[src/icu_pkg.sv]
// ----------------------------------------------------------------------------
// icu_pkg: shared types and constants of the inversion counter
// Sizes of the cell chain, the request token that travels along it, and the
// mapping of a signed value onto an unsigned ordering key.
// ----------------------------------------------------------------------------
package icu_pkg;

  // Number of cells in the chain, one stored value each.
  localparam int MAX_ITEMS  = 1024;
  // Width at which values are compared.
  localparam int VALUE_BITS = 32;
  // Width of the incoming value port.
  localparam int IN_W       = 32;
  // Width of the inversion count result.
  localparam int OUT_W      = 19;

  // Cell index, element counter and per-request greater count widths.
  localparam int IDX_W = (MAX_ITEMS > 1) ? $clog2(MAX_ITEMS) : 1;
  localparam int CNT_W = $clog2(MAX_ITEMS + 1);
  localparam int GT_W  = (MAX_ITEMS > 1) ? $clog2(MAX_ITEMS) : 1;
  // Running total sum width: one bit of headroom over the saturation limit.
  localparam int SUM_W = OUT_W + 1;

  localparam logic [OUT_W-1:0] TOTAL_MAX = {OUT_W{1'b1}};

  // One request moving down the chain.
  typedef struct packed {
    logic                  valid;
    logic                  last;
    logic                  ovf;      // arrived with the store full
    logic [IDX_W-1:0]      index;    // position in the sequence, its cell
    logic [VALUE_BITS-1:0] key;
    logic [GT_W-1:0]       greater;  // earlier values found greater so far
  } token_t;

  // Sign-extend, cut to VALUE_BITS and flip the sign bit, so that an
  // unsigned compare of keys follows the signed order of the values.
  function automatic logic [VALUE_BITS-1:0] order_key(input logic [IN_W-1:0] raw);
    logic [VALUE_BITS+IN_W-1:0] ext;
    logic [VALUE_BITS-1:0]      cut;
    ext = {{VALUE_BITS{raw[IN_W-1]}}, raw};
    cut = ext[VALUE_BITS-1:0];
    return {~cut[VALUE_BITS-1], cut[VALUE_BITS-2:0]};
  endfunction

endpackage

[src/icu_cell.sv]
// ----------------------------------------------------------------------------
// icu_cell: one cell of the inversion counter chain
// Holds one stored key, compares it with the passing request and forwards the
// request to the next cell. The request whose index equals the cell's slot
// writes its key here.
// ----------------------------------------------------------------------------
module icu_cell (
  input  logic                       clk,
  input  logic                       rst,
  input  logic                       advance,
  input  logic [icu_pkg::IDX_W-1:0]  slot,
  input  icu_pkg::token_t            tok_in,
  output icu_pkg::token_t            tok_out
);
  import icu_pkg::*;

  logic [VALUE_BITS-1:0] stored;
  token_t                tok_next;
  logic                  live;

  // A request compares only against cells filled earlier in its sequence.
  always_comb begin
    live     = tok_in.valid && !tok_in.ovf;
    tok_next = tok_in;
    if (live && (slot < tok_in.index) && (stored > tok_in.key)) begin
      tok_next.greater = tok_in.greater + GT_W'(1);
    end
  end

  // Pass the request on; only the valid flag is reset.
  always_ff @(posedge clk) begin
    if (rst) begin
      tok_out.valid <= 1'b0;
    end else if (advance) begin
      tok_out <= tok_next;
    end
  end

  // Store the key of the request that owns this slot.
  always_ff @(posedge clk) begin
    if (advance && live && (tok_in.index == slot)) begin
      stored <= tok_in.key;
    end
  end

endmodule

[config.mk]
export PLATFORM = sky130hd
export DESIGN_NAME = icu_cell
export DESIGN_NICKNAME = d
export VERILOG_FILES = /design/src/icu_pkg.sv /design/src/icu_cell.sv
export SDC_FILE = /design/constraint.sdc
export NUM_CORES = 1
export LEC_CHECK = 0
export BUFFER_PORTS_ARGS = -buffer_cell sky130_fd_sc_hd__clkbuf_2
export CAP_MARGIN = 0
export CORE_MARGIN = 10
export CORE_UTILIZATION = 51
export CTS_BUF_LIST = sky130_fd_sc_hd__clkbuf_4 sky130_fd_sc_hd__clkbuf_8 sky130_fd_sc_hd__clkbuf_16
export DETAILED_ROUTE_END_ITERATION = 12
export PLACE_DENSITY = 0.81
export SLEW_MARGIN = 20
export SYNTH_ARGS = -nofsm -noshare
export SYNTH_HDL_FRONTEND = slang
export SYNTH_SLANG_ARGS = --single-unit
export TNS_END_PERCENT = 10
[constraint.sdc]
create_clock -name clk -period 4.94 [get_ports clk]
set_input_delay 0.247 -clock clk [delete_from_list [all_inputs] [get_ports clk]]
set_output_delay 0.247 -clock clk [all_outputs]
set_load 0.05 [all_outputs]
==> results.cfg, run 1 <==
[run_status]
status = complete, no violations

[clock_tree]
hold_buffers = 0
cts_max_level = 3
cts.clk_slew.worst_paths_ps = 90
cts-root-buf = clkbuf_8
numClockSinks = 87
cts_tree = built
clkLatencyLatePin_ps = 350
ctsResizeCount = 0
clockBufferDepth = 2
cts_buffers = 9
cts_setup_buffers = 0

[grt]
grt_max_degree = 55
grt.total_usage_pct = 14.44
grt_pass1_wl_um = 13070
antenna_found_initial = 0
gr-total-overflow = 0
first_global_vias = 2646

[timing]
finalSetupTns_ps = 0
clock_skew_ps = 10.18
rsz0062_at_grt = false
drv_slew = 0
hold_viol = 0
fin_ws_ps = 2301
tightestPinTransition_ps = 694.2
min_period_over_period_pct = 53.43
fin_crit_ps = 2639
slew-limit-headroom_pct = 53.72
setup_viol_count_final = 0
max_freq_ghz = 0.3789

[detailed_routing]
drc_errors = 0
ant_nets = 0
drt-wirelength-per-cell_um = 16.36
vias = 2569
vias_per_cell = 5.067
wirelength_um = 8292
drt_iter0_drc = 77
first_pass_iters = 4

[die]
die_h_um = 107.7
die_width_um = 107.7
die-area_mm2 = 0.01160
start_util_pct = 53.24
core_area_mm2 = 0.007370
fp-row-count = 31
ioPinCount = 123

[placed_design]
placed_cell_area_mm2 = 0.004687
post-place-ws_ps = 2265
dp_hpwl_um = 6428
port_buffers = 122
routabilityCongestion = 0.7389

[logic_synthesis]
yosysTopAreaCellShare_pct = 65.82
synth_seq_cells = 87
ys_types = 33
synth_area_leader_cell = edfxtp_1
synth_fp_nets = 379
netlist_instances = 268
ys_top_cells_by_area = edfxtp_1 66%, ha_1 14%, inv_1 4.1%
netlist_area_mm2 = 0.003924
avgSynthCellArea_um2 = 14.64
synth_warnings = 0
yosysSeqAreaShare_pct = 66.33

[worst_setup_path]
arrival_ps = 2750
cp-end-kind = flop
path_cells = ha_1 -> nand4_1 -> nor4_1 -> nand2b_1 -> o22ai_2 -> or4b_1 -> xnor2_1
crit_type = flop to flop
max_stage_delay_ps = 500
required_ps = 5050
start_kind = flop
crit_slowest_cell = or4b_1
crit_fanout = 9

[cells_and_area]
fillers = 553
fin_area_mm2 = 0.004891
drive_above_1_share_pct = 36.76
postLayoutCoreUtil_pct = 66.37
final_common_cell = clkbuf_2
multi_input_comb_area_mm2 = 0.001174
regArea_mm2 = 0.002603
mostFrequentLayoutCells = 122 x clkbuf_2, 86 x edfxtp_1, 43 x inv_1, 43 x ha_1, 16 x a21oi_1
fin_nets = 514
area_growth_pct = 24.65
antenna_cells = 0

[power]
power_density_mw_per_mm2 = 325.7
finalPower_uw = 1593
leakage_uw = 0.002203
max-vdd-ir-drop_v = 0.0001420

[hold_path]
min_path_type = input pin to flop

[job]
drv_cap = 0
## synthesized netlist by cell type
cell type   n
nand4_1    12
nor4_1      4
nor3_1      1
dfxtp_1     1
a21o_1      7
nand2b_1    3
a211oi_1    3
mux2_2      1
and2_1      2
or2b_2      1
nand4_2     2
edfxtp_1   86
o211ai_1    1
o21ai_0     3
nor2_1      2
nand2_1     9
nor4b_1     1
and3_1      2
and3_2      1
ha_1       43
o22ai_2     1
nand3b_1    1
nand3_1     6
nor3b_1     1
nor2b_1     2
o21a_2      1
or4b_1      1
a21oi_1    16
xnor2_1     7
inv_1      43
a221o_1     1
xor2_1      2
a2111oi_2   1
## per-layer routing
layer / global-route usage [%] / share of wire (%) / vias to the layer above
met3: 5.629 / 7.4 / 11
met5: 0 / 0 / -
met2: 24.24 / 51 / 74
met4: 5.916 / 1.6 / 0
li1: - / - / 1273
met1: 16.04 / 40 / 1211
## worst max-delay path, delay by kind of cell, from the launching register on
kind	cells	cell delay [ps]
adders and majority gates	1	320
AOI/OAI and AO/OA	1	330
DFF	1	390
and+or+nand+nor	4	1210
xor gates and xnor gates	1	140
## kinds of logic after synthesis
group	share of synthesized area (%)
simple gates	7.844
compound gates	5.708
xor+xnor	2.009
buf+inv	4.113
fa+ha+maj	13.71
mux	0.2870
flops	66.33
## state kept, by name, summed over array words and instances (netlist names)
signal	flops
tok_out	55
stored	32
## worst paths after layout
check                      startpoint                       end  slack (ps)  cells past startpoint
max              stored[30]$_DFFE_PP_      tok_out[7]$_DFFE_PP_        2300                      7
min                        tok_in[53]     tok_out[53]$_DFFE_PP_          70                      1
max reg2reg      stored[30]$_DFFE_PP_      tok_out[7]$_DFFE_PP_        2300                      7
min reg2reg  tok_out[54]$_SDFFE_PP0P_  tok_out[54]$_SDFFE_PP0P_         490                      2
## per-stage QoR
step,instances,hold WS (ps)
after floorplan,268,316.1
after global placement,491,423.7
after detailed placement,491,426.2
after CTS,507,47.84
after global routing,507,40.77
final,507,67.20
## area by class of cell
type	instances	share of cell area, %
Clock inverter	7	1.637
Clock buffer	9	2.533
Tap cell	99	2.533
Inverter	43	3.300
Timing Repair Buffer	124	12.79
Sequential cell	87	53.21
Multi-Input combinational cell	138	24.00
## where the power goes
group | total (uW) | internal, uW | leakage (uW) | switching, uW
logic | 239 | 66.3 | 0.00130 | 173
clock network | 503 | 241 | 0.000102 | 262
registers | 851 | 843 | 0.000803 | 7.46
total | 1590 | 1150 | 0.00220 | 443
Power figures use the tool's default switching activity.
==> run 2: changes to the inputs <==
==> constraint.sdc (replaced) <==
create_clock -name clk -period 2.5 [get_ports clk]
set_input_delay 0.125 -clock clk [delete_from_list [all_inputs] [get_ports clk]]
set_output_delay 0.125 -clock clk [all_outputs]
set_load 0.05 [all_outputs]
==> results.cfg, run 2 (synthesized netlist as in run 1, its figures left out) <==
[worst_setup_path]
path_cells = dlygate4sd3_1 -> clkbuf_2 -> inv_1 -> ha_1 -> nand4_1 -> nor4_2 -> nand2b_1 -> o22ai_4 -> or4b_4 -> xnor2_1
crit_slowest_cell = dlygate4sd3_1
crit_fanout = 4
crit_type = input pin to flop
cp-end-kind = flop
r2r-end = tok_out[7]$_DFFE_PP_
required_ps = 2610
r2r-start = stored[30]$_DFFE_PP_
start_kind = input pin
max_stage_delay_ps = 520
rr_worst_depth = 7
arrival_ps = 2620
rrSetupSlack_ps = 20

[run_status]
status = complete, but fails checks
violations = setup timing

[hold_path]
whs_path_depth = 1
holdPathEnd = stored[31]$_DFFE_PP_
min_path_type = input pin to flop
min_from = tok_in[41]

[grt]
grt_pass1_wl_um = 14410
antenna_found_initial = 0
grt_max_degree = 33
first_global_vias = 3045
grt.total_usage_pct = 15.76
gr-total-overflow = 0

[detailed_routing]
drc_errors = 0
drt-wirelength-per-cell_um = 16.55
ant_nets = 0
wirelength_um = 9118
vias_per_cell = 5.025
first_pass_iters = 4
drt_iter0_drc = 109
vias = 2769

[cells_and_area]
top_regs = tok_out x55, stored x32
mostFrequentLayoutCells = 118 x clkbuf_2, 86 x edfxtp_1, 44 x dlygate4sd3_1
regMostFlops = tok_out
regArea_mm2 = 0.002603
fillers = 498
fin_nets = 558
largest_reg_flops = 55
area_growth_pct = 38.84
final_common_cell = clkbuf_2
antenna_cells = 0
multi_input_comb_area_mm2 = 0.001279
drive_above_1_share_pct = 35.40

[power]
intPower_uw = 2313
p_switching_uw = 869.8
leakage_uw = 0.002410
max-vdd-ir-drop_v = 0.0002946
finalPower_uw = 3183
sequentialPowerShare_pct = 52.8
power_density_mw_per_mm2 = 584.3
switching_share_pct = 27.32
pwr-share-clk_pct = 30.0
pwr-share-comb_pct = 17.2

[die]
fp-row-count = 31
ioPinCount = 123
die_h_um = 107.7
start_util_pct = 53.24
die-area_mm2 = 0.01160
die_width_um = 107.7
core_area_mm2 = 0.007370

[clock_tree]
cts_tree = built
numClockSinks = 87
cts-root-buf = clkbuf_8
cts.clk_slew.worst_paths_ps = 90
cts_buffers = 9
cts_max_level = 3
clockBufferDepth = 2
clkLatencyLatePin_ps = 350

[timing]
hold_viol = 0
fin_crit_ps = 2511
rsz0062_at_grt = true
setup_viol_count_final = 1
holdWs_ps = 16.09
max_freq_ghz = 0.3983
min_period_over_period_pct = 100.4
clock_skew_ps = 10.33
drv_slew = 0
slew-limit-headroom_pct = 54.08
tightestPinTransition_ps = 687.3
fin_ws_ps = -10.60

[placed_design]
post-place-ws_ps = -47.25
routabilityCongestion = 0.7691
port_buffers = 122
dp_hpwl_um = 6507

[job]
drv_cap = 0
## run 2: area by class of cell
| class | instances | share of cell area (%) |
|---|---|---|
| Multi-Input combinational cell | 138 | 23.47 |
| Inverter | 43 | 2.963 |
| Clock buffer | 9 | 2.274 |
| Clock inverter | 7 | 1.309 |
| Sequential cell | 87 | 47.77 |
| Tap cell | 99 | 2.274 |
| Timing Repair Buffer | 168 | 19.94 |
## run 2: worst max path at each step
stage / depth (start not counted) / slack [ps] / endpoint / startpoint
2_1_floorplan: 7 / 210 / tok_out[7]$_DFFE_PP_ / stored[15]$_DFFE_PP_
3_3_place_gp: 7 / 60 / tok_out[7]$_DFFE_PP_ / stored[27]$_DFFE_PP_
3_5_place_dp: 7 / -50 / tok_out[7]$_DFFE_PP_ / stored[15]$_DFFE_PP_
4_1_cts: 12 / 10 / tok_out[9]$_DFFE_PP_ / tok_in[15]
5_1_grt: 10 / -100 / tok_out[7]$_DFFE_PP_ / tok_in[38]
6_report: 10 / -10 / tok_out[7]$_DFFE_PP_ / tok_in[38]
## run 2: power groups by stage
stage	Combinational, uW	Sequential (uW)	Clock [uW]
6_report	548	1680	954
5_1_grt	591	1690	1030
4_1_cts	544	1680	980
3_5_place_dp	484	1710	0
3_3_place_gp	474	1710	0
2_1_floorplan	113	1920	0
## run 2: per-stage QoR
step                      instances  instance area, um^2  TNS [ps]  utilization [%]
after detailed placement        493                 4723    -62.03            64.09
after CTS                       554                 5375         0            72.94
final                           551                 5448    -10.60            73.92
after floorplan                 268                 3941         0                -
after global routing            551                 5448    -281.1            73.92
after global placement          493                 4723         0            64.09
## run 2: per-layer routing
layer	track usage, %	routed length, um	up-vias
met1	16.70	3502	1312
li1	-	-	1358
met5	0	0	-
met3	5.988	664	16
met2	27.19	4752	83
met4	7.156	197	0
## run 2: worst max-delay path: cells and delay by family
| family | cells | cell delay [ps] |
|---|---|---|
| compound gates | 1 | 220 |
| buf+inv | 3 | 700 |
| xor+xnor | 1 | 140 |
| fa+ha+maj | 1 | 280 |
| simple gates | 4 | 1160 |
## run 2: repair_timing
item / 4_1_cts / 5_1_grt
gates resized for setup: 1 / 13
setup buffers: 1 / 0
endpoints found under the setup margin: 2 / 10
endpoints found under the hold margin: 75 / 0
hold buffers: 44 / 0
cloned: 0 / 0
pin swaps: 1 / 10
==> run 3: changes to the inputs <==
--- a/config.mk
+++ b/config.mk
@@ -5,13 +5,13 @@
 export SDC_FILE = /design/constraint.sdc
 export NUM_CORES = 1
 export LEC_CHECK = 0
-export BUFFER_PORTS_ARGS = -buffer_cell sky130_fd_sc_hd__clkbuf_2
 export CAP_MARGIN = 0
 export CORE_MARGIN = 10
-export CORE_UTILIZATION = 51
+export CORE_UTILIZATION = 60
 export CTS_BUF_LIST = sky130_fd_sc_hd__clkbuf_4 sky130_fd_sc_hd__clkbuf_8 sky130_fd_sc_hd__clkbuf_16
 export DETAILED_ROUTE_END_ITERATION = 12
-export PLACE_DENSITY = 0.81
+export DONT_BUFFER_PORTS = 1
+export PLACE_DENSITY = 0.77
 export SLEW_MARGIN = 20
 export SYNTH_ARGS = -nofsm -noshare
 export SYNTH_HDL_FRONTEND = slang
==> constraint.sdc (replaced) <==
create_clock -name clk -period 2.52 [get_ports clk]
set_input_delay 0.126 -clock clk [delete_from_list [all_inputs] [get_ports clk]]
set_output_delay 0.126 -clock clk [all_outputs]
set_load 0.05 [all_outputs]
==> results.cfg, run 3 (synthesized netlist as in run 1, its figures left out) <==
[cells_and_area]
fin_area_mm2 = 0.004897
drive_above_1_share_pct = 8.986
fin_nets = 451
antenna_cells = 0
regMostFlops = tok_out
final_common_cell = edfxtp_1
mostFrequentLayoutCells = 86 x edfxtp_1, 56 x dlygate4sd3_1, 43 x inv_1, 43 x ha_1, 16 x a21oi_1
largest_reg_flops = 55
fin_cells = 422
area_growth_pct = 24.81
top_regs = tok_out x55, stored x32

[timing]
holdWs_ps = 40.05
clock_skew_ps = 7.764
min_period_over_period_pct = 99.26
finalSetupTns_ps = 0
hold_viol = 0
setup_viol_count_final = 0
slew-limit-headroom_pct = 65.08
rsz0062_at_grt = true
tightestPinTransition_ps = 523.1
drv_slew = 0
max_freq_ghz = 0.3998
fin_crit_ps = 2501

[grt]
grt-busiest-layer = met2
grt_max_degree = 33
met3_usage_pct = 8.230
gr-total-overflow = 0
first_global_vias = 2554
use_met2_pct = 26.63
grt_pass1_wl_um = 13100
antenna_found_initial = 0
met1_usage_pct = 18.89
grt.total_usage_pct = 16.90

[detailed_routing]
drt_iter0_drc = 73
ant_nets = 0
wirelength_um = 8569
drc_errors = 0
drt-wirelength-per-cell_um = 20.31
vias = 2371
first_pass_iters = 5
vias_per_cell = 5.618

[die]
die_width_um = 100.9
die-area_mm2 = 0.01017
start_util_pct = 61.79
core_area_mm2 = 0.006350
fp-row-count = 29
ioPinCount = 123
die_h_um = 100.9

[clock_tree]
clockBufferDepth = 2
cts.clk_slew.worst_paths_ps = 80
cts-root-buf = clkbuf_8
cts_buffers = 9
cts_tree = built
clkLatencyLatePin_ps = 350
numClockSinks = 87
cts_max_level = 3

[hold_path]
holdPathEnd = tok_out[4]$_DFFE_PP_
min_path_type = input pin to flop
whs_path_depth = 2
min_from = tok_in[3]

[power]
power_density_mw_per_mm2 = 660.3
finalPower_uw = 3234
max-vdd-ir-drop_v = 0.0005157
leakage_uw = 0.001971

[worst_setup_path]
crit_fanout = 7
r2r-start = stored[27]$_DFFE_PP_
start_kind = flop
arrival_ps = 2620
rr_worst_depth = 8
required_ps = 2640
crit_type = flop to flop
cp-end-kind = flop
r2r-end = tok_out[7]$_DFFE_PP_
rrSetupSlack_ps = 20

[run_status]
status = complete, no violations

[placed_design]
dp.cells = 350
port_buffers = 0
routabilityCongestion = 0.8454
dp_hpwl_um = 5828
placed_cell_area_mm2 = 0.004080

[job]
drv_cap = 0
run 3: cell count changes in the layout (fill, tap and decap cells not counted), moves of 2 or more:
| cell | delta |
|---|---|
| dlygate4sd3_1 | +12 |
| a211oi_2 | -2 |
| clkinv_1 | +2 |
| bufinv_16 | +2 |
| nor4_1 | +2 |
| ha_1 | +2 |
| ha_4 | -2 |
| clkinv_2 | -2 |
| a211oi_1 | +2 |
| nor4_2 | -2 |
| clkbuf_2 | -118 |
run 3: layer usage:
layer	share of wire, %	vias to the layer above
met4	2.1	0
met2	47	95
met1	39	1115
met5	0	-
li1	-	1145
met3	12	16
run 3: layout make-up:
| cell class | count | area, um^2 |
|---|---|---|
| clock buffer | 9 | 123.9 |
| clock inverter | 7 | 111.4 |
| fill | 356 | 1453 |
| inverter | 43 | 161.4 |
| multi-input combinational | 138 | 1204 |
| sequential | 87 | 2603 |
| tap | 77 | 96.34 |
| timing repair buffer | 61 | 598.1 |
run 3: critical path, cell delays in order (launching register included):
cell,delay (ps)
edfxtp_1,390
ha_1,330
nand4_1,190
nor2_1,160
a221o_1,180
a211oi_1,60
o22ai_2,330
or4b_1,490
xnor2_1,140
run 3: worst max-delay path by stage:
stage	slack [ps]	end	start
global placement	80	tok_out[7]$_DFFE_PP_	stored[15]$_DFFE_PP_
finish	20	tok_out[7]$_DFFE_PP_	stored[27]$_DFFE_PP_
floorplan	230	tok_out[7]$_DFFE_PP_	stored[15]$_DFFE_PP_
detailed placement	-8	tok_out[7]$_DFFE_PP_	stored[27]$_DFFE_PP_
global route	-90	tok_out[7]$_DFFE_PP_	stored[27]$_DFFE_PP_
CTS	0.5	tok_out[7]$_DFFE_PP_	stored[27]$_DFFE_PP_
run 3: timing repair:
action | 4_1_cts | 5_1_grt
resized for setup | 0 | 3
setup buffers | 0 | 0
endpoints found under the hold margin | 91 | 0
setup endpoints to repair | 0 | 3
hold buffers | 56 | 0
run 3: power breakdown:
group | leakage, uW | internal, uW | switching, uW
registers | 0.000803 | 1660 | 222
logic | 0.00105 | 122 | 109
clock network | 0.000118 | 651 | 470
total | 0.00197 | 2430 | 801
run 3: stage by stage:
step | util [%] | setup slack [ps]
final | 77.12 | 18.58
after global routing | 77.12 | -87.73
after CTS | 76.79 | 0.5242
after detailed placement | 64.26 | -7.958
after global placement | 64.26 | 78.06
after floorplan | - | 227.3
