--- src/icu_pkg.sv ---
// ----------------------------------------------------------------------------
// icu_pkg: shared types and constants of the inversion counter
// Sizes of the cell chain, the request token that travels along it, and the
// mapping of a signed value onto an unsigned ordering key.
// ----------------------------------------------------------------------------
package icu_pkg;

  // Number of cells in the chain, one stored value each.
  localparam int MAX_ITEMS  = 1024;
  // Width at which values are compared.
  localparam int VALUE_BITS = 32;
  // Width of the incoming value port.
  localparam int IN_W       = 32;
  // Width of the inversion count result.
  localparam int OUT_W      = 19;

  // Cell index, element counter and per-request greater count widths.
  localparam int IDX_W = (MAX_ITEMS > 1) ? $clog2(MAX_ITEMS) : 1;
  localparam int CNT_W = $clog2(MAX_ITEMS + 1);
  localparam int GT_W  = (MAX_ITEMS > 1) ? $clog2(MAX_ITEMS) : 1;
  // Running total sum width: one bit of headroom over the saturation limit.
  localparam int SUM_W = OUT_W + 1;

  localparam logic [OUT_W-1:0] TOTAL_MAX = {OUT_W{1'b1}};

  // One request moving down the chain.
  typedef struct packed {
    logic                  valid;
    logic                  last;
    logic                  ovf;      // arrived with the store full
    logic [IDX_W-1:0]      index;    // position in the sequence, its cell
    logic [VALUE_BITS-1:0] key;
    logic [GT_W-1:0]       greater;  // earlier values found greater so far
  } token_t;

  // Sign-extend, cut to VALUE_BITS and flip the sign bit, so that an
  // unsigned compare of keys follows the signed order of the values.
  function automatic logic [VALUE_BITS-1:0] order_key(input logic [IN_W-1:0] raw);
    logic [VALUE_BITS+IN_W-1:0] ext;
    logic [VALUE_BITS-1:0]      cut;
    ext = {{VALUE_BITS{raw[IN_W-1]}}, raw};
    cut = ext[VALUE_BITS-1:0];
    return {~cut[VALUE_BITS-1], cut[VALUE_BITS-2:0]};
  endfunction

endpackage

--- src/icu_tail.sv ---
// ----------------------------------------------------------------------------
// icu_tail: running total and result register
// Adds the greater count of each request leaving the chain to the running
// total with saturation, and on the final request of a sequence loads the
// result register and clears the total. Decides when the chain may move.
// ----------------------------------------------------------------------------
module icu_tail (
  input  logic                       clk,
  input  logic                       rst,
  input  icu_pkg::token_t            tok,
  input  logic                       result_stall,
  output logic                       advance,
  output logic                       result_valid,
  output logic [icu_pkg::OUT_W-1:0]  inversions,
  output logic                       overflow
);
  import icu_pkg::*;

  logic [OUT_W-1:0] total;
  logic             ovf;
  logic [SUM_W-1:0] sum;
  logic [OUT_W-1:0] total_next;
  logic             ovf_next;
  logic             produces;

  // The chain holds only when a new result meets a stalled, full register.
  always_comb begin
    produces = tok.valid && tok.last;
    advance  = !(result_valid && result_stall) || !produces;
  end

  // Saturating accumulation; requests that found the store full add nothing.
  always_comb begin
    sum      = SUM_W'(total) + SUM_W'(tok.greater);
    ovf_next = ovf || tok.ovf;
    if (tok.ovf) begin
      total_next = total;
    end else if (sum > SUM_W'(TOTAL_MAX)) begin
      total_next = TOTAL_MAX;
    end else begin
      total_next = sum[OUT_W-1:0];
    end
  end

  // Running total and overflow flag of the current sequence.
  always_ff @(posedge clk) begin
    if (rst) begin
      total <= '0;
      ovf   <= 1'b0;
    end else if (advance && tok.valid) begin
      if (tok.last) begin
        total <= '0;
        ovf   <= 1'b0;
      end else begin
        total <= total_next;
        ovf   <= ovf_next;
      end
    end
  end

  // Result register.
  always_ff @(posedge clk) begin
    if (rst) begin
      result_valid <= 1'b0;
    end else begin
      if (result_valid && !result_stall) begin
        result_valid <= 1'b0;
      end
      if (advance && produces) begin
        result_valid <= 1'b1;
      end
    end
  end

  always_ff @(posedge clk) begin
    if (advance && produces) begin
      inversions <= total_next;
      overflow   <= ovf_next;
    end
  end

`ifndef SYNTH
  a_total_bound: assert property (@(posedge clk) disable iff (rst)
    total <= TOTAL_MAX)
    else $error("running total above saturation limit");

  a_result_load: assert property (@(posedge clk) disable iff (rst)
    advance && produces |=> result_valid)
    else $error("final request did not load the result register");

  a_total_clear: assert property (@(posedge clk) disable iff (rst)
    advance && produces |=> (total == '0) && !ovf)
    else $error("running total not cleared after a result");
`endif

endmodule

--- config.mk ---
export PLATFORM = sky130hd
export DESIGN_NAME = icu_tail
export DESIGN_NICKNAME = d
export VERILOG_FILES = /design/src/icu_pkg.sv /design/src/icu_tail.sv
export SDC_FILE = /design/constraint.sdc
export NUM_CORES = 1
export LEC_CHECK = 0
export BUFFER_PORTS_ARGS = -buffer_cell sky130_fd_sc_hd__buf_2
export CORE_MARGIN = 5
export CORE_UTILIZATION = 47
export CTS_CLUSTER_SIZE = 25
export DETAILED_ROUTE_END_ITERATION = 6
export GPL_TIMING_DRIVEN = 0
export HOLD_SLACK_MARGIN = 0.15
export PLACE_DENSITY = 0.81
export SLEW_MARGIN = 20
export SYNTH_ARGS = -nofsm -noshare
export SYNTH_HDL_FRONTEND = slang
export SYNTH_SLANG_ARGS = --single-unit
--- constraint.sdc ---
create_clock -name clk -period 2.05 [get_ports clk]
set_input_delay 0.205 -clock clk [delete_from_list [all_inputs] [get_ports clk]]
set_output_delay 0.205 -clock clk [all_outputs]
set_load 0.02 [all_outputs]
==> results.md, run 1 <==
Worst setup path:
- In this run the critical register-to-register path is captured at inversions[14]$_DFFE_PP_.
- STA puts the critical path data required time at 2.09 ns.
- For flop-to-flop paths, the worst setup slack is -0.21 ns.
- The largest individual stage delay along the critical path comes from the cell sky130_fd_sc_hd__o31a_1.
- The worst setup path is captured at a register.
- The source of the worst register-to-register timing path is total[0]$_SDFFE_PP0P_.
- The worst setup path is launched from a register.
- Counting cells, the worst reg-to-reg path comes to 9.
- In this run the worst setup path begins at total[0]$_SDFFE_PP0P_.
- The largest stage delay on the critical path is 0.36 ns.
- Traced cell by cell, the critical path runs through ha_4 -> inv_2 -> fa_2 -> nor2b_2 -> o31a_1 -> o21ai_4 -> and2_4 -> nor4_4 -> a211o_1.
- Of all nets on the critical path, the largest fanout is 6.
- The critical setup path kind is reg2reg.
- At the worst endpoint, the arrival time is 2.30 ns.

Floorplanning:
- The placeable core region is 0.00544 sq mm.
- The die covers 0.00714 sq mm.
- During I/O placement, the number of pins put on the boundary was 80.
- The die is 84.5 microns wide.
- The initial core utilization is 48.0%.
- The number of standard-cell rows in the floorplan is 27.
- Measured along the y axis, the die boundary spans 84.5 microns.

Yosys:
- The async set-reset flop share out of synthesis is 0%.
- The cell count after synthesis came out at 286.
- The total of warnings raised by yosys is 0.
- Ranked by total cell area, the synthesized netlist is headed by sky130_fd_sc_hd__edfxtp_1, sky130_fd_sc_hd__dfxtp_1, sky130_fd_sc_hd__nand2_1.
- After synthesis the netlist holds a flip-flop and latch count of 41.
- The synthesized area per cell is 9.13 sq um.
- The most frequently used flop master after synthesis is sky130_fd_sc_hd__dfxtp_1.
- Counting flops with a built-in enable in the synthesized netlist gives 20.
- In this run the cell area of the synthesized design comes to 0.00261 sq mm.
- Synthesis instantiated 63 different standard cells from the library.
- Summed over all instances, the cell type with the most area after synthesis is sky130_fd_sc_hd__edfxtp_1.
- Of the synthesized area, sequential elements account for 39.1%.
- The synthesized netlist net count is 355.
- The area fraction of the dominant cell type after synthesis is 23.0%.

Outcome:
- The run finished, with violations left.
- The checks that failed: setup timing.

Placed design:
- Once detailed placement completed, the half-perimeter wirelength came to 4580 microns.
- The placer congestion estimate is 0.965.
- The number of buffer cells added on primary ports is 37.
- Once placement completed, the tool counted placed cells totaling 395.

Global route:
- The number of global-route vias before repair is 2254.
- Across every metal layer, demand over resource in global routing totals 18.7%.
- The total overflow reported by the global router is 0.
- For this run, global-route usage on met1 was measured as 24.5%.
- The pin count of the biggest net entering global routing is 23.
- The routing usage on met3 is 4.12%.
- The number of antenna violations at the first check in global routing is 0.
- The layer flagged by global routing as most heavily used is met2.
- The met2 usage is 29.9%.
- The first global-routing pass estimated 10900 microns of wire.

STA:
- The hold violation total from the final report was 0.
- The slew at the pin closest to its max-slew limit is 0.848 ns.
- The worst path in the final design needs a cycle of 2.26 ns, including I/O delays and setup.
- The setup-violating endpoint count in the final report is 17.
- After routing, the total negative slack on setup checks comes to -1.26 ns.
- The final max-slew violation count is 0.
- Measured against its own limit, the worst slew margin works out to 43.0%.
- Timing would allow up to 443 MHz.
- After layout, the worst setup slack is -0.207 ns.
- The final cycle utilization of the critical path is 110%.
- The clock arrives with 0.00963 ns of skew.
- Setup repair after global routing could not meet its margin everywhere.

Clock network:
- In this run the clock root is driven by a sky130_fd_sc_hd__clkbuf_8.
- The H-tree level count is 2.
- TritonCTS created 5 clock buffers.
- Clock-pin slew was measured on the worst setup and hold paths at 0.08 ns.
- Clock latency on the worst-skew pair, taken at its later pin, is 0.30 ns.
- The CTS tree is built.
- The number of buffers on the longest clock path is 2.
- CTS saw 41 sinks.
- For this design, the CTS-stage hold fixing added 0 buffers.

Cells and area:
- In the final layout, the share of cells above drive strength 1 is 33.6%.
- The library cell used most frequently in the layout, excluding fill and tap cells, is sky130_fd_sc_hd__nand2_1.
- Relative to the synthesized area, the layout overhead comes to 27.9%.
- After the last flow step, the layout net total stands at 413.
- The final standard cell count with taps included and fillers excluded is 417.
- Leaving out fill and tap cells, the most frequent cells in the layout are sky130_fd_sc_hd__nand2_1, sky130_fd_sc_hd__buf_2, sky130_fd_sc_hd__a21oi_1.
- The antenna diode count is 0.

Min path:
- The worst min-delay path startpoint is rst.
- The worst hold path belongs to the class in2reg.
- The number of cells on the worst hold path is 2.
- The endpoint with the worst hold slack is result_valid$_SDFFE_PP0P_.

Detailed routing:
- The starting DRC count in detailed routing is 302.
- The average via count per standard cell is 5.89.
- The first detailed-routing pass took 5 iterations.
- The detail route stage leaves a number of antenna-violating nets equal to 0.
- The total number of vias is 2455.
- Dividing the detail-routed wire length by the instance count gives 16.4 microns.
- In the routed design, unresolved DRC markers number 0.
- The routed design has 6850 microns of wire.

Flow run:
- Max-cap violations in this run came to 0.

Pwr:
- The power per unit of standard cell area is 561 mW/mm^2.
- The leakage power figure is 1.35 nW.
- IR analysis of the VDD net gives a maximum drop of 0.252 mV.
-- cells in the mapped netlist, types with 2 or more instances --
| cell | count |
|---|---|
| sky130_fd_sc_hd__a22oi_1 | 6 |
| sky130_fd_sc_hd__o21ai_4 | 2 |
| sky130_fd_sc_hd__o21ai_0 | 9 |
| sky130_fd_sc_hd__ha_1 | 10 |
| sky130_fd_sc_hd__a21oi_2 | 3 |
| sky130_fd_sc_hd__inv_1 | 6 |
| sky130_fd_sc_hd__and4_1 | 4 |
| sky130_fd_sc_hd__or2_1 | 2 |
| sky130_fd_sc_hd__or3_1 | 2 |
| sky130_fd_sc_hd__a211oi_2 | 2 |
| sky130_fd_sc_hd__xor2_1 | 2 |
| sky130_fd_sc_hd__or2_2 | 2 |
| sky130_fd_sc_hd__buf_6 | 2 |
| sky130_fd_sc_hd__o311ai_0 | 2 |
| sky130_fd_sc_hd__clkbuf_1 | 7 |
| sky130_fd_sc_hd__nand4_1 | 2 |
| sky130_fd_sc_hd__a21oi_1 | 26 |
| sky130_fd_sc_hd__dfxtp_1 | 21 |
| sky130_fd_sc_hd__buf_4 | 5 |
| sky130_fd_sc_hd__nand3_1 | 9 |
| sky130_fd_sc_hd__nor2b_1 | 3 |
| sky130_fd_sc_hd__mux2i_1 | 2 |
| sky130_fd_sc_hd__and2_1 | 7 |
| sky130_fd_sc_hd__and3_1 | 5 |
| sky130_fd_sc_hd__nor3_1 | 5 |
| sky130_fd_sc_hd__o211ai_1 | 6 |
| sky130_fd_sc_hd__nand2_1 | 48 |
| sky130_fd_sc_hd__edfxtp_1 | 20 |
| sky130_fd_sc_hd__xnor2_1 | 7 |
| sky130_fd_sc_hd__nor2_1 | 20 |
| sky130_fd_sc_hd__a21o_1 | 4 |
| sky130_fd_sc_hd__and4_4 | 2 |
| sky130_fd_sc_hd__a31oi_1 | 3 |
-- through the flow --
step	util [%]	setup slack, ns	hold slack (ns)	cell area [sq um]	total power [mW]
2_1_floorplan	-	-0.0508	0.274	2630	1.11
3_3_place_gp	53.4	-0.609	0.449	2900	1.19
3_5_place_dp	53.6	-0.283	0.449	2920	1.20
4_1_cts	59.3	-0.133	0.156	3230	1.85
5_1_grt	61.4	-0.235	0.177	3340	1.95
6_report	61.4	-0.207	0.156	3340	1.87
-- critical path, delay by kind of cell (launching register included) --
kind	cells	cell delay, ns
flops	1	0.34
buf+inv	1	0.04
fa+ha+maj	2	0.36
compound gates	3	0.92
simple gates	3	0.33
-- logic make-up (layout without fill, tap and decap cells) --
family          after synthesis  after routing  share of synthesized area (%)
xor+xnor                      9              9                           3.02
fa+ha+maj                    11             11                           5.56
flops                        41             41                           39.1
compound gates               82             82                           23.9
mux                           2              2                          0.767
simple gates                121            121                           23.5
buf+inv                      20             79                           4.17
-- metal layers --
metal / vias to the layer above / part of all wire [%]
met5: - / 0
met4: 0 / 3.0
met3: 23 / 8.0
met2: 114 / 47
met1: 1153 / 42
li1: 1165 / -
-- worst max-delay path by stage --
stage / end / slack [ns]
2_1_floorplan: inversions[8]$_DFFE_PP_ / -0.05
3_3_place_gp: total[10]$_SDFFE_PP0P_ / -0.61
3_5_place_dp: inversions[8]$_DFFE_PP_ / -0.28
4_1_cts: inversions[8]$_DFFE_PP_ / -0.13
5_1_grt: inversions[14]$_DFFE_PP_ / -0.24
6_report: inversions[14]$_DFFE_PP_ / -0.21
-- area by class of cell --
class / count / area (sq um)
flip-flops and latches: 41 / 1030
well taps: 72 / 90.1
clock inverters: 2 / 33.8
plain buffers: 14 / 97.6
clock buffers: 6 / 72.6
inverters: 6 / 22.5
multi-input cells: 225 / 1690
fillers: 418 / 2100
repair buffers: 51 / 300
-- registers in the layout (all words and copies together) (netlist names) --
signal / cells
overflow: 1
result_valid: 1
inversions: 19
ovf: 1
total: 19
-- power breakdown --
| group | internal [mW] | switching (mW) |
|---|---|---|
| sequential | 0.890 | 0.0124 |
| combinational | 0.126 | 0.201 |
| clock | 0.360 | 0.284 |
| total | 1.38 | 0.498 |
-- timing repair --
item / 4_1_cts / 5_1_grt
buffers inserted: 11 / 2
resized for setup: 21 / 19
gates cloned: 1 / 0
pin swaps: 18 / 15
setup endpoints to repair: 33 / 37
Power figures use the tool's default switching activity.
==> run 2: changes to the inputs <==
- SETUP_SLACK_MARGIN: default -> 0.1
==> run 2 against run 1 <==
Net effect: the run still ends with setup timing left; global-route usage rose by 0.65 points; sequential share of layout area shrank 1.1 points; worst hold slack worse by 0.0019 ns; flip-flop and latch count stayed put; register-to-register slack about the same; critical path depth grew 1; wire length is 13% higher; utilization is 2.4 points higher; maximum frequency decreased by 0.27%; clock power down 3%; non-clock buffer count up 7; critical endpoint is now inversions[6]$_DFFE_PP_; largest cell class unchanged; largest power group unchanged.
==> results.md, run 2 (synthesized netlist as in run 1, its figures left out) <==
Clock network:
- The clock network latency to the later pin of the worst-skew pair was 0.29 ns (was 0.30 ns).
- The clock root buffer was sky130_fd_sc_hd__clkbuf_8 (unchanged).
- The clock-pin slew on the worst setup and hold paths is 0.07 ns (was 0.08 ns).
- The number of clock buffers inserted by TritonCTS is 5 (unchanged).
- The H-tree level count was 2 (unchanged).
- The number of buffers on the longest clock path is 2 (unchanged).
- The CTS tree is built (unchanged).
- The CTS sink count is 41 (unchanged).

STA:
- The highest attainable clock frequency is 442 MHz (was 443 MHz).
- The post-layout worst setup margin is -0.213 ns (was -0.207 ns).
- The final cycle utilization of the critical path was 110% (about the same).
- The tightest slew margin relative to the limit is 44.6% (was 43.0%).
- The slew at the pin closest to its max-slew limit is 0.825 ns (was 0.848 ns).
- The shortest period the worst path allows is 2.26 ns (about the same).
- The clock tree skew after final layout is 0.00256 ns (was 0.00963 ns).
- The setup-violating endpoint count in the final report was 16 (was 17).
- The smallest hold slack is 0.154 ns (was 0.156 ns).
- The final max-slew violation count is 0 (unchanged).
- The total negative slack is -1.28 ns (was -1.26 ns).
- The hold violation total from the final report was 0 (unchanged).
- Unrepaired setup endpoints after global routing: true (unchanged).

Pwr:
- The highest ir drop seen on vdd is 0.416 mV (was 0.252 mV).
- The combinational cell fraction of total power was 19.5% (was 17.4%).
- The leakage power figure is 1.42 nW (was 1.35 nW).
- The sequential share of power came to 47.6% (was 48.2%).
- The part of the total power dissipated in the clock network is 32.9% (was 34.4%).
- The internal power contribution was 1.39 mW (was 1.38 mW).
- The power per unit of standard cell area was 549 mW/mm^2 (was 561 mW/mm^2).
- The switching power summed over all nets came to 0.508 mW (was 0.498 mW).
- The total power is 1.90 mW (was 1.87 mW).
- The fraction of power spent switching nets was 26.7% (was 26.6%).

Cells and area:
- The filler cell count in the final layout was 395 (was 418).
- The final standard cell count with taps included and fillers excluded is 424 (was 417).
- Most used cells in the layout excluding fill and tap cells: sky130_fd_sc_hd__nand2_1, sky130_fd_sc_hd__buf_2, sky130_fd_sc_hd__edfxtp_1 (was sky130_fd_sc_hd__nand2_1, sky130_fd_sc_hd__buf_2, sky130_fd_sc_hd__a21oi_1).
- The antenna diode count came to 0 (unchanged).
- The area of all placed cells without fillers was 0.00347 sq mm (was 0.00334 sq mm).
- Top flop regs: inversions (19), total (19) (unchanged).
- The area growth from synthesis to layout is 32.8% (was 27.9%).
- The most common library cell in the layout ignoring fill and taps is sky130_fd_sc_hd__nand2_1 (unchanged).
- The number of nets in the finished design was 421 (was 413).
- The post-route core utilization is 63.7% (was 61.4%).
- The layout cell share with drive strength beyond 1 is 38.1% (was 33.6%).

Detailed routing:
- The starting DRC count in detailed routing was 273 (was 302).
- The count of unresolved DRC violations after routing is 0 (unchanged).
- The total wire length is 7780 microns (was 6850 microns).
- The total number of vias is 2594 (was 2455).
- The post-detailed-route wirelength per cell was 18.3 microns (was 16.4 microns).
- The remaining number of nets flagged by the antenna check after routing is 0 (unchanged).
- The number of iterations in the first detailed-routing pass is 5 (unchanged).
- The average via count per standard cell came to 6.12 (was 5.89).

Placed design:
- The placer congestion estimate is 0.909 (was 0.965).
- The detailed placement HPWL is 4590 microns (was 4580 microns).
- The post-place setup slack was -0.284 ns (was -0.283 ns).
- The total instance count after detailed placement came to 395 (unchanged).
- The post-placement cell area came to 0.00292 sq mm (unchanged).
- The number of buffer cells added on primary ports is 37 (unchanged).

Worst setup path:
- The largest stage delay on the critical path is 0.37 ns (was 0.36 ns).
- The worst path required time is 2.08 ns (was 2.09 ns).
- The sort of element at the start of the critical path is a register (unchanged).
- The data arrival at the endpoint of the critical path is 2.29 ns (was 2.30 ns).
- Critical path cell sequence: ha_4 -> inv_2 -> fa_2 -> nor2b_2 -> o31a_1 -> o22a_1 -> buf_4 -> buf_6 -> xnor2_4 -> o211ai_1 (was ha_4 -> inv_2 -> fa_2 -> nor2b_2 -> o31a_1 -> o21ai_4 -> and2_4 -> nor4_4 -> a211o_1).
- The critical setup path kind is reg2reg (unchanged).
- The setup slack on the worst flop-to-flop path is -0.21 ns (about the same).
- The cell type of the slowest stage on the worst timing path is sky130_fd_sc_hd__dfxtp_2 (was sky130_fd_sc_hd__o31a_1).
- The maximum fanout encountered on the critical timing path is 3 (was 6).
- The sort of element at the end of the critical path is a register (unchanged).

Floorplanning:
- The area of the die is 0.00714 sq mm (unchanged).
- The placeable core region came to 0.00544 sq mm (unchanged).
- The floorplan die height was 84.5 microns (unchanged).
- The initial core utilization was 48.0% (unchanged).
- The number of standard-cell rows in the floorplan is 27 (unchanged).
- The top-level port count came to 80 (unchanged).
- The horizontal extent of the die was 84.5 microns (unchanged).

Outcome:
- Run status: complete, but fails checks (unchanged).
- Violated checks: setup timing (unchanged).

Global route:
- The total overflow reported by the global router is 0 (unchanged).
- The number of antenna violations at the first check in global routing was 0 (unchanged).
- The total routing resource utilization after global routing is 19.3% (was 18.7%).
- The wire length of the first global-routing pass is 11100 microns (was 10900 microns).
- The number of global-route vias before repair came to 2324 (was 2254).
- The pin count of the biggest net entering global routing came to 23 (unchanged).

Flow run:
- The number of violations of the max-capacitance limit is 0 (unchanged).

Min path:
- The type of the worst min-delay path is in2reg (unchanged).
## run 2: cell count changes in the layout (fill, tap and decap cells not counted), moves of 2 or more
cell / delta
sky130_fd_sc_hd__a21oi_2: +4
sky130_fd_sc_hd__dfxtp_2: +3
sky130_fd_sc_hd__nor2_2: +2
sky130_fd_sc_hd__a21oi_1: -5
sky130_fd_sc_hd__clkbuf_1: -2
sky130_fd_sc_hd__buf_6: +5
sky130_fd_sc_hd__buf_4: +2
sky130_fd_sc_hd__dfxtp_1: -2
## run 2: cell type report
cell class	instances	area, sq um	area share, %
timing repair buffer	58	390	11.3
clock inverter	2	35.0	1.01
sequential	41	1030	29.7
clock buffer	5	68.8	1.98
inverter	6	22.5	0.650
buffer	14	103	2.96
multi-input combinational	226	1730	49.9
tap	72	90.1	2.60
## run 2: timing repair
item | CTS | global route
pin swaps | 25 | 14
setup buffers | 14 | 5
gates resized for setup | 26 | 29
setup endpoints to repair | 37 | 37
gates cloned | 3 | 0
hold buffers | 0 | 0
## run 2: path summary, 6_finish.rpt
kind                                       startpoint                        end  depth (start not counted)
worst max register to register  total[0]$_SDFFE_PP0P_    inversions[6]$_DFFE_PP_                         10
worst min register to register  total[7]$_SDFFE_PP0P_      total[7]$_SDFFE_PP0P_                          2
worst max-delay path            total[0]$_SDFFE_PP0P_    inversions[6]$_DFFE_PP_                         10
worst min-delay path                              rst  result_valid$_SDFFE_PP0P_                          2
## run 2: per-layer routing
metal	wire length (microns)	GRT usage, %	vias to the layer above
met1	3120	25.1	1215
met2	3680	31.6	156
met4	278	7.63	0
li1	-	-	1189
met5	0	0	-
met3	699	3.73	34
## run 2: power by group through the flow
stage	clock, mW	combinational [mW]	sequential (mW)
after floorplan	0	0.166	0.947
after global placement	0	0.267	0.920
after detailed placement	0	0.275	0.921
after CTS	0.631	0.323	0.904
after global routing	0.669	0.393	0.908
final	0.626	0.371	0.905
## run 2: worst max-delay path, delay by kind of cell, from the launching register on
kind / cells / cell delay (ns)
and+or+nand+nor: 1 / 0.14
xor gates and xnor gates: 1 / 0.11
AOI/OAI and AO/OA: 3 / 0.60
DFF: 1 / 0.37
buffers and inverters: 3 / 0.26
adders and majority gates: 2 / 0.51
==> run 3: changes to the inputs <==
- PLACE_DENSITY: 0.81 -> 0.77
==> run 3 against run 2 <==
Net effect: the flow still finishes with violations (setup timing); sequential power about the same; flip-flop and latch count stayed put; combinational power up 3%; first-iteration DRC count increased by 9.5%; clock skew grew 0.0020 ns; global-route usage is 0.61 points higher; maximum frequency decreased by 1.3%; design area increased by 2.6%; worst hold slack gained 0.0081 ns; highest routed layer unchanged.
==> results.md, run 3 (synthesized netlist as in run 1, its figures left out) <==
Cells and area:
- The layout cell share with drive strength beyond 1 was 42.9% (was 38.1%).
- Top flop regs: inversions (19), total (19) (unchanged).
- The area growth from synthesis to layout is 36.3% (was 32.8%).
- The number of nets in the finished design is 429 (was 421).
- The most common library cell in the layout ignoring fill and taps is sky130_fd_sc_hd__nand2_1 (unchanged).
- Most used cells in the layout excluding fill and tap cells: sky130_fd_sc_hd__nand2_1, sky130_fd_sc_hd__buf_2, sky130_fd_sc_hd__buf_4 (was sky130_fd_sc_hd__nand2_1, sky130_fd_sc_hd__buf_2, sky130_fd_sc_hd__edfxtp_1).
- The antenna diode count is 0 (unchanged).

STA:
- The hold violation total from the final report was 0 (unchanged).
- The smallest hold slack came to 0.163 ns (was 0.154 ns).
- Unrepaired setup endpoints after global routing: true (unchanged).
- The setup-violating endpoint count in the final report is 16 (unchanged).
- The slew at the pin closest to its max-slew limit came to 0.825 ns (about the same).
- The shortest period the worst path allows was 2.29 ns (was 2.26 ns).
- The clock tree skew after final layout is 0.00458 ns (was 0.00256 ns).
- The total negative slack was -2.14 ns (was -1.28 ns).
- The tightest slew margin relative to the limit is 44.6% (about the same).
- The post-layout worst setup margin is -0.242 ns (was -0.213 ns).
- The highest attainable clock frequency is 436 MHz (was 442 MHz).
- The final cycle utilization of the critical path is 112% (was 110%).
- The final max-slew violation count is 0 (unchanged).

Worst setup path:
- The maximum fanout encountered on the critical timing path was 4 (was 3).
- The critical setup path kind was reg2reg (unchanged).
- The cell type group with the largest total delay on the critical path is compound AO/OA/AOI/OAI gates (unchanged).
- The worst path required time was 2.08 ns (about the same).
- The largest stage delay on the critical path was 0.37 ns (about the same).
- The cell type of the slowest stage on the worst timing path was sky130_fd_sc_hd__dfxtp_2 (unchanged).
- Critical path cell sequence: ha_4 -> inv_2 -> fa_2 -> nor2b_2 -> o31a_1 -> o22a_1 -> buf_4 -> buf_6 -> xnor2_4 -> o211ai_1 (unchanged).
- The sort of element at the end of the critical path is a register (unchanged).
- The number of buffer and inverter stages on the critical path was 3 (unchanged).
- The sort of element at the start of the critical path is a register (unchanged).
- The data arrival at the endpoint of the critical path is 2.32 ns (was 2.29 ns).

Global route:
- The wire length of the first global-routing pass came to 11500 microns (was 11100 microns).
- The number of antenna violations at the first check in global routing was 0 (unchanged).
- The total overflow reported by the global router came to 0 (unchanged).
- The pin count of the biggest net entering global routing is 23 (unchanged).
- The number of global-route vias before repair is 2367 (was 2324).
- The total routing resource utilization after global routing came to 19.9% (was 19.3%).

Detailed routing:
- The total wire length is 7930 microns (was 7780 microns).
- The post-detailed-route wirelength per cell is 18.3 microns (about the same).
- The remaining number of nets flagged by the antenna check after routing is 0 (unchanged).
- The number of iterations in the first detailed-routing pass was 7 (was 5).
- The average via count per standard cell is 6.12 (about the same).
- The total number of vias is 2648 (was 2594).
- The starting DRC count in detailed routing is 299 (was 273).
- The count of unresolved DRC violations after routing is 0 (unchanged).

Clock network:
- The clock network latency to the later pin of the worst-skew pair was 0.29 ns (about the same).
- The count of hold-fix buffers inserted at cts is 0 (unchanged).
- The clock-pin slew on the worst setup and hold paths is 0.08 ns (was 0.07 ns).
- The H-tree level count is 2 (unchanged).
- The number of buffers on the longest clock path is 2 (unchanged).
- The CTS tree is built (unchanged).
- The clock root buffer is sky130_fd_sc_hd__clkbuf_8 (unchanged).
- The number of clock buffers inserted by TritonCTS is 5 (unchanged).
- The CTS sink count is 41 (unchanged).

Floorplanning:
- The floorplan die height is 84.5 microns (unchanged).
- The top-level port count is 80 (unchanged).
- The horizontal extent of the die is 84.5 microns (unchanged).
- The initial core utilization was 48.0% (unchanged).
- The placeable core region came to 0.00544 sq mm (unchanged).
- The area of the die came to 0.00714 sq mm (unchanged).
- The number of standard-cell rows in the floorplan is 27 (unchanged).

Flow run:
- The number of violations of the max-capacitance limit is 0 (unchanged).

Outcome:
- Violated checks: setup timing (unchanged).
- Run status: complete, but fails checks (unchanged).

Pwr:
- The leakage power figure is 1.46 nW (was 1.42 nW).
- The power per unit of standard cell area was 509 mW/mm^2 (was 549 mW/mm^2).
- The highest ir drop seen on vdd is 0.281 mV (was 0.416 mV).

Placed design:
- The number of buffer cells added on primary ports is 37 (unchanged).
- The placer congestion estimate is 0.949 (was 0.909).
- The detailed placement HPWL is 4610 microns (was 4590 microns).
- The post-place setup slack is -0.289 ns (was -0.284 ns).

Min path:
- The type of the worst min-delay path is in2reg (unchanged).
-- run 3: final cells by class --
class	count	area, sq um
well taps	72	90.1
multi-input cells	226	1770
repair buffers	66	454
inverters	6	22.5
flip-flops and latches	41	1030
clock inverters	2	10.0
clock buffers	6	72.6
plain buffers	14	109
fillers	389	1880
-- run 3: metal layers --
metal  vias up  track usage, %  wire [microns]
met5         -               0               0
met4         0            6.04             153
met3        20            3.53             696
met2       163            33.2            3780
met1      1258            26.3            3300
li1       1207               -               -
-- run 3: where the power goes --
group,switching [mW],internal [mW],leakage [nW]
logic,0.221,0.161,1.05
clock network,0.287,0.236,0.0450
registers,0.0136,0.890,0.363
total,0.522,1.29,1.46
-- run 3: path summary, 6_finish.rpt --
| check | from | end | slack, ns | cells past startpoint |
|---|---|---|---|---|
| worst max register to register | total[0]$_SDFFE_PP0P_ | inversions[6]$_DFFE_PP_ | -0.24 | 10 |
| worst min-delay path | rst | result_valid$_SDFFE_PP0P_ | 0.16 | 2 |
| worst min register to register | ovf$_SDFFE_PP0P_ | ovf$_SDFFE_PP0P_ | 0.49 | 2 |
| worst max-delay path | total[0]$_SDFFE_PP0P_ | inversions[6]$_DFFE_PP_ | -0.24 | 10 |
-- run 3: through the flow --
step / area (sq um) / util, % / cells / total power [mW]
detailed placement: 2920 / 53.6 / 395 / 1.20
finish: 3560 / 65.4 / 433 / 1.81
global route: 3560 / 65.4 / 433 / 1.88
global placement: 2910 / 53.5 / 395 / 1.19
CTS: 3330 / 61.2 / 420 / 1.75
floorplan: 2630 / - / 286 / 1.11
-- run 3: repair_timing --
action	CTS	global route
gates resized for setup	34	36
pin swaps	24	13
setup endpoints to repair	37	37
gates cloned	3	0
buffers inserted	14	13
